$ cat src/ckl_pkg.sv
// ckl_pkg: item types, operation and status codes for the compacting key list
`timescale 1ns / 1ps
package ckl_pkg;

  localparam int CAPACITY_DEF = 16;
  localparam int KEY_BITS_DEF = 64;
  localparam int KEY_W        = 64;
  localparam int KIND_W       = 2;
  localparam int STATUS_W     = 3;
  localparam int COUNT_W      = 5;

  // operation codes carried in the kind field
  typedef enum logic [KIND_W-1:0] {
    KIND_INSERT = 2'd0,
    KIND_REMOVE = 2'd1,
    KIND_COUNT  = 2'd2,
    KIND_SPARE  = 2'd3
  } kind_t;

  // result status codes
  typedef enum logic [STATUS_W-1:0] {
    ST_INSERTED  = 3'd0,
    ST_FULL      = 3'd1,
    ST_REMOVED   = 3'd2,
    ST_NOT_FOUND = 3'd3,
    ST_COUNT     = 3'd4,
    ST_EMPTY_KEY = 3'd5
  } status_t;

  typedef struct packed {
    logic [KIND_W-1:0] kind;
    logic [KEY_W-1:0]  key;
  } in_item_t;

  typedef struct packed {
    logic [STATUS_W-1:0] status;
    logic [COUNT_W-1:0]  count;
  } out_item_t;

  // per-cycle command broadcast to every cell
  typedef struct packed {
    logic ins;
    logic rem;
  } ckl_ctl_t;

endpackage

$ cat src/compacting_key_list.sv
// compacting_key_list: ordered key list with append, remove-and-compact, count
//
//   channel | direction | ports                          | payload
//   --------+-----------+--------------------------------+-----------------------
//   in      | input     | in_valid, in_stall, in_data    | kind, key
//   out     | output    | out_valid, out_stall, out_data | status, count
//
// One item per cycle while in_stall is low: every cell compares its key at once,
// the first match ripples down the cell chain and later cells load from their
// neighbor in the same edge. The registered result shows the cycle after accept.
// Reset clears the fill count and the output valid; slot keys are not reset.
// in_stall follows out_stall while a result is held in the output register.
`timescale 1ns / 1ps
module compacting_key_list
  import ckl_pkg::*;
#(
  parameter int CAPACITY = CAPACITY_DEF,
  parameter int KEY_BITS = KEY_BITS_DEF
) (
  input  logic      clk,
  input  logic      rst_n,
  input  logic      in_valid,
  output logic      in_stall,
  input  in_item_t  in_data,
  output logic      out_valid,
  input  logic      out_stall,
  output out_item_t out_data
);

  localparam int CNT_W = $clog2(CAPACITY + 1);

  logic [CNT_W-1:0]    count_r;
  logic [CNT_W-1:0]    count_nxt;
  logic                out_valid_r;
  logic                out_valid_nxt;
  out_item_t           out_r;
  out_item_t           out_nxt;
  logic                take;
  logic [KEY_BITS-1:0] key_m;
  logic                key_zero;
  logic                full;
  logic                found;
  kind_t               kind;
  status_t             status;
  ckl_ctl_t            ctl;
  logic [31:0]         count_w;

  logic [KEY_BITS-1:0] cell_key [CAPACITY];
  logic [CAPACITY:0]   hit_chain;

  // output register frees the input side as soon as it is taken
  assign in_stall = out_valid_r & out_stall;
  assign take     = in_valid & ~in_stall;

  assign kind     = kind_t'(in_data.kind);
  assign key_m    = in_data.key[KEY_BITS-1:0];
  assign key_zero = key_m == '0;
  assign full     = count_r == CNT_W'(CAPACITY);
  assign found    = hit_chain[CAPACITY];

  // decode the operation
  always_comb begin
    ctl       = '0;
    count_nxt = count_r;
    status    = ST_COUNT;
    unique case (kind)
      KIND_INSERT: begin
        if (key_zero) begin
          status = ST_EMPTY_KEY;
        end else if (full) begin
          status = ST_FULL;
        end else begin
          status    = ST_INSERTED;
          ctl.ins   = take;
          count_nxt = count_r + CNT_W'(1);
        end
      end
      KIND_REMOVE: begin
        if (key_zero) begin
          status = ST_EMPTY_KEY;
        end else if (!found) begin
          status = ST_NOT_FOUND;
        end else begin
          status    = ST_REMOVED;
          ctl.rem   = take;
          count_nxt = count_r - CNT_W'(1);
        end
      end
      KIND_COUNT, KIND_SPARE: begin
        status = ST_COUNT;
      end
      default: begin
        status = ST_COUNT;
      end
    endcase
  end

  // row of slot cells
  assign hit_chain[0] = 1'b0;
  for (genvar i = 0; i < CAPACITY; i++) begin : g_cell
    ckl_cell #(
      .IDX      (i),
      .CNT_W    (CNT_W),
      .KEY_BITS (KEY_BITS)
    ) u_cell (
      .clk     (clk),
      .ctl     (ctl),
      .count   (count_r),
      .key     (key_m),
      .nbr_key (cell_key[(i + 1 < CAPACITY) ? i + 1 : i]),
      .hit_in  (hit_chain[i]),
      .hit_out (hit_chain[i+1]),
      .key_q   (cell_key[i])
    );
  end

  // result carries the count after the operation, modulo 32
  assign count_w = 32'(take ? count_nxt : count_r);

  always_comb begin
    out_valid_nxt  = out_valid_r & out_stall;
    out_nxt        = out_r;
    if (take) begin
      out_valid_nxt  = 1'b1;
      out_nxt.status = status;
      out_nxt.count  = count_w[COUNT_W-1:0];
    end
  end

  always_ff @(posedge clk) begin
    if (!rst_n) begin
      count_r     <= '0;
      out_valid_r <= 1'b0;
    end else begin
      if (take) begin
        count_r <= count_nxt;
      end
      out_valid_r <= out_valid_nxt;
    end
  end

  always_ff @(posedge clk) begin
    out_r <= out_nxt;
  end

  assign out_valid = out_valid_r;
  assign out_data  = out_r;

endmodule

$ cat src/ckl_cell.sv
// ckl_cell: one slot of the list, with match chain and shift from its neighbor
`timescale 1ns / 1ps
module ckl_cell
  import ckl_pkg::*;
#(
  parameter int IDX      = 0,
  parameter int CNT_W    = 5,
  parameter int KEY_BITS = KEY_BITS_DEF
) (
  input  logic                clk,
  input  ckl_ctl_t            ctl,
  input  logic [CNT_W-1:0]    count,
  input  logic [KEY_BITS-1:0] key,
  input  logic [KEY_BITS-1:0] nbr_key,
  input  logic                hit_in,
  output logic                hit_out,
  output logic [KEY_BITS-1:0] key_q
);

  logic [KEY_BITS-1:0] key_r;
  logic [KEY_BITS-1:0] key_nxt;
  logic                live;
  logic                at_tail;
  logic                shift;

  // slot position against the fill count
  assign live    = CNT_W'(IDX) < count;
  assign at_tail = CNT_W'(IDX) == count;

  // first-match chain: this slot or an earlier one holds the key
  assign hit_out = hit_in | (live & (key_r == key));
  assign shift   = ctl.rem & hit_out;

  // append at the tail or close the gap left by a removal
  always_comb begin
    key_nxt = key_r;
    if (ctl.ins && at_tail) begin
      key_nxt = key;
    end else if (shift) begin
      key_nxt = nbr_key;
    end
  end

  always_ff @(posedge clk) begin
    key_r <= key_nxt;
  end

  assign key_q = key_r;

endmodule
$ cat config.mk
export PLATFORM = sky130hd
export DESIGN_NAME = compacting_key_list
export DESIGN_NICKNAME = d
export VERILOG_FILES = /design/src/ckl_pkg.sv /design/src/compacting_key_list.sv /design/src/ckl_cell.sv
export SDC_FILE = /design/constraint.sdc
export NUM_CORES = 2
export LEC_CHECK = 0
export BUFFER_PORTS_ARGS = -buffer_cell sky130_fd_sc_hd__buf_2
export CAP_MARGIN = 25
export CORE_MARGIN = 2
export CORE_UTILIZATION = 58
export DETAILED_ROUTE_END_ITERATION = 10
export GPL_ROUTABILITY_DRIVEN = 0
export PLACE_DENSITY = 0.73
export SLEW_MARGIN = 20
export SYNTH_ARGS = -nofsm -noshare
export SYNTH_HDL_FRONTEND = slang
export SYNTH_SLANG_ARGS = --single-unit
$ cat constraint.sdc
create_clock -name clk -period 9.2 [get_ports clk]
set_input_delay 1.84 -clock clk [delete_from_list [all_inputs] [get_ports clk]]
set_output_delay 1.84 -clock clk [all_outputs]
set_load 0.02 [all_outputs]
=== Word level (Yosys, flattened, before mapping) ===
Index checks and enable logic that the tools add are counted.

* Register bits after elaboration: 1,038
* Output and inout bits: 10
* Input bits: 70
* Logic and storage cells: 204

* Mux-type cells: 47
* $lt $le $gt $ge: 16
* Bitwise gates (word level): 49
* Equal/unequal tests: 35
* Reductions and logical operators: 35
* $add $sub $neg: 2

{| class="wikitable"
|+ Operator list
! cell !! number
|-
| 2-to-1 mux 64 bit || 30
|-
| equality test 64 bit || 16
|-
| logical NOT 64 bit || 1
|-
| equality test 4 x 5 -> 1 bit, first input constant || 8
|-
| < comparator 4 x 5 -> 1 bit, first input constant || 8
|-
| AND 1 bit || 33
|-
| nonzero test 2 bit || 15
|-
| equality test 3 x 5 -> 1 bit, first input constant || 4
|-
| < comparator 3 x 5 -> 1 bit, first input constant || 4
|-
| 2-to-1 mux 5 bit || 4
|-
| logical AND 1 bit || 16
|-
| bitwise OR 1 bit || 15
|-
| equality test 2 x 5 -> 1 bit, first input constant || 2
|-
| < comparator 1 x 5 -> 1 bit, first input constant || 2
|-
| < comparator 2 x 5 -> 1 bit, first input constant || 2
|-
| case mux 5 bit (2 select lines) || 1
|-
| 2-to-1 mux 1 bit || 9
|-
| case mux 3 bit (3 select lines) || 1
|-
| 2-to-1 mux 3 bit || 2
|-
| adder 5 x 1 -> 5 bit, second input constant || 1
|-
| equality test 1 x 5 -> 1 bit, first input constant || 1
|-
| equality test 5 bit, second input constant || 1
|-
| logical NOT 5 bit || 1
|-
| subtractor 5 x 1 -> 5 bit, second input constant || 1
|-
| other kinds (5) || 6
|}

=== Logic depth before layout (Yosys ltp) ===
* Depth in word-level cells: 23
* Depth in mapped cells: 14
* Mapped depth without buffers: 10

=== Modules after synthesis ===
A second synthesis with hierarchy kept.

* Cells, all modules: 3,848
* Area total of the unflattened synthesis: 57,071.0 um^2

{| class="wikitable"
|+ Modules (own cells, without submodules)
! module !! cells each !! area each (um^2) !! instances !! seq. area each (um^2)
|-
| ckl_cell (g_cell[0].u_cell) || 225 || 3,744.8 || 1 || 1,921.8
|-
| ckl_cell (g_cell[1].u_cell) || 229 || 3,711.1 || 1 || 1,921.8
|-
| ckl_cell (g_cell[4].u_cell) || 225 || 3,672.3 || 1 || 1,921.8
|-
| ckl_cell (g_cell[10].u_cell) || 226 || 3,636.0 || 1 || 1,921.8
|-
| ckl_cell (g_cell[11].u_cell) || 247 || 3,504.6 || 1 || 1,921.8
|-
| ckl_cell (g_cell[9].u_cell) || 242 || 3,483.3 || 1 || 1,921.8
|-
| ckl_cell (g_cell[5].u_cell) || 226 || 3,457.1 || 1 || 1,921.8
|-
| ckl_cell (g_cell[8].u_cell) || 259 || 3,453.3 || 1 || 1,921.8
|-
| ckl_cell (g_cell[3].u_cell) || 224 || 3,443.3 || 1 || 1,921.8
|-
| ckl_cell (g_cell[2].u_cell) || 227 || 3,440.8 || 1 || 1,921.8
|-
| ckl_cell (g_cell[6].u_cell) || 231 || 3,435.8 || 1 || 1,921.8
|-
| ckl_cell (g_cell[7].u_cell) || 251 || 3,433.3 || 1 || 1,921.8
|-
| ckl_cell (g_cell[14].u_cell) || 239 || 3,427.0 || 1 || 1,921.8
|-
| ckl_cell (g_cell[15].u_cell) || 230 || 3,420.8 || 1 || 1,921.8
|-
| 3 more rows || n/a || n/a || n/a || n/a
|}

=== Worst setup path before layout ===
OpenSTA, ideal clock, no wires.

* Path kind: input port to flip-flop
* From: in in_data[19] (netlist bit)
* To: reg g_cell[4].u_cell.key_r[0] (enable)
* Stages on the path: 10
* Buffers on the path: 1
* Data required time: 8.620 ns
* Library setup time: 0.580 ns
* Path slack: 0.084 ns
* Data arrival time: 8.536 ns
* Cells stage by stage: buf_2 > inv_1 > a22o_1 > or4_1 > or4_4 > o22ai_4 > nor4_2 > nand3_4 > nand3_4 > o31ai_1

* Word-level cells in the longest chain between the ends: 22
* Elaborated cells between the ends (all ways): 56
* Those cells by class: eq/ne: 16; mux: 5; bitwise: 32; reduce/logical: 3

{| class="wikitable"
|+ Ends and longest elaborated chain
! element !! line !! RTL
|-
| from (decl) || compacting_key_list.sv:24 || <nowiki>input in_item_t in_data,</nowiki>
|-
| equality test 64 bit || ckl_cell.sv:31 || <nowiki>assign hit_out = hit_in | (live & (key_r == key));</nowiki>
|-
| AND 1 bit || ckl_cell.sv:31 ||
|-
| bitwise OR 1 bit (15 in a row) || ckl_cell.sv:31 ||
|-
| 2-to-1 mux 1 bit || compacting_key_list.sv:81 || <nowiki>end else if (!found) begin</nowiki>
|-
| 2-to-1 mux 1 bit || compacting_key_list.sv:79 || <nowiki>if (key_zero) begin</nowiki>
|-
| 2-to-1 mux 1 bit || compacting_key_list.sv:66 || <nowiki>unique case (kind)</nowiki>
|-
| AND 1 bit || ckl_cell.sv:32 || <nowiki>assign shift = ctl.rem & hit_out;</nowiki>
|-
| nonzero test 2 bit (no line) (*) || n/a ||
|-
| to (signal assigned) || ckl_cell.sv:45 || <nowiki>key_r <= key_nxt;</nowiki>
|-
| to (decl) || ckl_cell.sv:20 || <nowiki>logic [KEY_BITS-1:0] key_r;</nowiki>
|}

Every way passes the cells marked *; elsewhere a longest branch is shown, timed or not.
A chain may end at the register's enable or synchronous reset.

=== Final worst setup path ===
* From: in in_data[0] (netlist bit)
* To: reg g_cell[4].u_cell.key_r[43] (enable)

The elaborated chain is that of the path after synthesis.

==> results.sh <==
export IMPL_cts_hold_fix_buffers=0
export IMPL_synth_enable_flop_cells=1032
export IMPL_internal_power_mw=7.79
export IMPL_max_cap_check_violation_count=0
export IMPL_first_global_vias=36823
export IMPL_power_density_nw_per_um2=170
export IMPL_fin_tns_setup_ps=0
export IMPL_period_needed_ps=6550
export IMPL_postSynthRegisterBits=1038
export IMPL_synth_async_reset_ratio=0
export IMPL_grt_setup_unrepaired="false"
export IMPL_clock_tree_from_tritoncts="yes"
export IMPL_layout_cells_most_common="edfxtp_1"
export IMPL_area_sequential_um2=31100
export IMPL_leakage_nw=20.3
export IMPL_worst_ir_drop_vdd_mv=0.198
export IMPL_critPathRequiredTime_ps=9530
export IMPL_report_final_hold_viol_count=0
export IMPL_cts_htree_levels=3
export IMPL_cts_repair_timing_setup_buffer_count=0
export IMPL_worst_setup_path_startpoint="in_data[0]"
export IMPL_fraction_of_layout_instances_using_a_drive_strength_above_1=0.236
export IMPL_timing_critical_path_to_type="flop"
export IMPL_wirelength_mm=208
export IMPL_post_synth_cell_area_avg_um2=13.1
export IMPL_timing_worst_setup_path_type="in -> reg"
export IMPL_grt_first_pass_wirelength_mm=286
export IMPL_grt_total_usage=0.417
export IMPL_tritoncts_num_buffers=109
export IMPL_fin_nets=4263
export IMPL_number_of_antenna_violations_at_the_first_check_in_global_routing=13
export IMPL_max_clock_path_buffers=3
export IMPL_finalSetupViolations=0
export IMPL_cp_data_arrival_time_ps=6880
export IMPL_power_frac_seq=0.500
export IMPL_clk_transition_reported_paths_ps=60
export IMPL_netSwitchingFraction=0.244
export IMPL_outcome="finished, final reports clean"
export IMPL_mapped_cells=4264
export IMPL_layout_common_cells="edfxtp_1 (1,032), mux2_2 (607), xnor2_1 (554)"
export IMPL_routed_via_count=38251
export IMPL_combinationalPowerShare=0.071
export IMPL_die_height_um=315
export IMPL_full_die_area_um2=99100
export IMPL_start_util=0.588
export IMPL_detail_route_iter0_violations=7124
export IMPL_synth_cell_type_count=68
export IMPL_fp_row_count=113
export IMPL_rr_startpoint="count_r[3]$_SDFFE_PN0P_"
export IMPL_cts_root_buf="clkbuf_16"
export IMPL_fraction_of_the_cycle_the_final_worst_path_needs=0.712
export IMPL_numClockSinks=1038
export IMPL_gr_ovfl_total=0
export IMPL_detailed_place_hpwl_mm=144
export IMPL_ys_warnings_count=0
export IMPL_cts_repair_resized=0
export IMPL_place_port_buffers=79
export IMPL_slew_viol_final=0
export IMPL_layout_core_utilization=0.635
export IMPL_wl_per_cell_um=37.4
export IMPL_first_pass_iters=9
export IMPL_boundaryPins=80
export IMPL_timing_hold_worst_start="g_cell[8].u_cell.key_q[35]$_DFFE_PP_"
export IMPL_mappedNetlistNets=4339
export IMPL_dominantRegCellSynth="edfxtp_1"
export IMPL_netSwitchingPower_mw=2.51
export IMPL_worst_slew_pin_transition_ps=1200
export IMPL_max_slew_margin=0.198
export IMPL_coreArea_um2=95300
export IMPL_fmax_ghz=0.153
export IMPL_setup_skew_ps=35.1
export IMPL_area_occupied_by_multi_input_gates_um2=22800
export IMPL_detail_route_vias_per_cell=6.88
export IMPL_die_w_um=315
export IMPL_synth_sequential_area_ratio=0.555
export IMPL_antenna_left=0
export IMPL_fillCellCount=7181
export IMPL_power_clock_fraction=0.428
export IMPL_crit_path_start_kind="input pin"
export IMPL_clk_insertion_delay_late_ps=740
export IMPL_area_delta_synth_final_pct=8.02
export IMPL_grt_max_degree=95
export IMPL_hp_class="reg -> reg"
export IMPL_drc_errors=0
export IMPL_syn_cell_area_um2=56000
export IMPL_critical_path_max_fanout=61
## kinds of logic (layout without fill, tap and decap cells)
group,Yosys count,after routing,synth area share
adder cells (fa/ha/maj),5,5,0.00112
AND/OR/NAND/NOR,705,705,0.0656
flip-flops,1038,1038,0.555
AO/OA/AOI/OAI,375,375,0.0391
other,0,14,0
multiplexers,723,723,0.145
buffers and inverters,454,470,0.0431
XOR/XNOR,964,964,0.151
## cell usage after synthesis, drive strengths merged (6+ instances only)
library cell	count	area, um^2
nor2	28	105
o22ai	33	220
o21ai	257	1290
edfxtp	1032	31000
clkbuf	72	270
o31ai	9	77.6
buf	308	1860
inv	74	280
nor4	147	941
nand4	161	1010
nor3	19	95.1
mux2	706	7950
a21oi	14	70.1
or4	14	113
xor2	410	3590
nand2	277	1040
a31oi	6	37.5
nor2b	12	75.1
nand3	33	203
xnor2	554	4850
dfxtp	6	120
a221oi	6	52.6
mux2i	17	170
## area by class of cell
cell class	count	area share
sequential	1038	0.514
multi-input combinational	2772	0.376
clock buffer	133	0.0473
tap	1265	0.0262
timing repair buffer	193	0.0213
clock inverter	70	0.00970
inverter	74	0.00463
antenna	14	0.000579
## per-stage QoR
| stage | instances | hold WS [ps] | area, um^2 | power [mW] | worst slack [ps] |
|---|---|---|---|---|---|
| final | 5559 | 570 | 60500 | 10.3 | 2650 |
| after global routing | 5546 | 588 | 60500 | 10.4 | 2760 |
| after CTS | 5545 | 571 | 60500 | 10.2 | 3070 |
| after detailed placement | 5342 | 562 | 57000 | 5.94 | 2350 |
| after global placement | 5341 | 548 | 57000 | 5.94 | 1920 |
| after floorplan | 4264 | 522 | 56000 | 5.65 | 83.6 |
## sequential cells by signal (all words and copies together) (netlist names)
name and flops:
out_data 8, out_valid 1, g_cell.u_cell.key_q 1024, count_r 5
## per-layer routing
layer  track usage  part of all wire
met3         0.113              0.13
met4         0.332              0.10
met2         0.616              0.43
met1         0.518              0.34
met5             0           0.00059
## worst max-delay path, stage by stage
cell and delay [ps]:
buf_2 770, buf_4 330, xnor2_1 260, nand4_1 300
nor4_1 420, nand3_1 430, o22ai_1 480, nor4_2 180
nand3_4 190, nand3_4 360, o31ai_4 450, buf_4 750
## worst paths after layout
path                            slack, ps                              endpoint  depth (start not counted)
worst max-delay path                 2650  g_cell[4].u_cell.key_q[43]$_DFFE_PP_                         12
worst min-delay path                  570  g_cell[7].u_cell.key_q[35]$_DFFE_PP_                          2
worst max register to register       3870  g_cell[4].u_cell.key_q[43]$_DFFE_PP_                         10
worst min register to register        570  g_cell[7].u_cell.key_q[35]$_DFFE_PP_                          2
## power groups by stage
stage / Combinational (mW) / Sequential, mW / Clock, mW
6_report: 0.735 / 5.15 / 4.41
5_1_grt: 0.731 / 5.15 / 4.55
4_1_cts: 0.697 / 5.15 / 4.39
3_5_place_dp: 0.693 / 5.25 / 0
3_3_place_gp: 0.691 / 5.25 / 0
2_1_floorplan: 0.401 / 5.25 / 0
No activity file was read; power rests on OpenSTA's default activity.
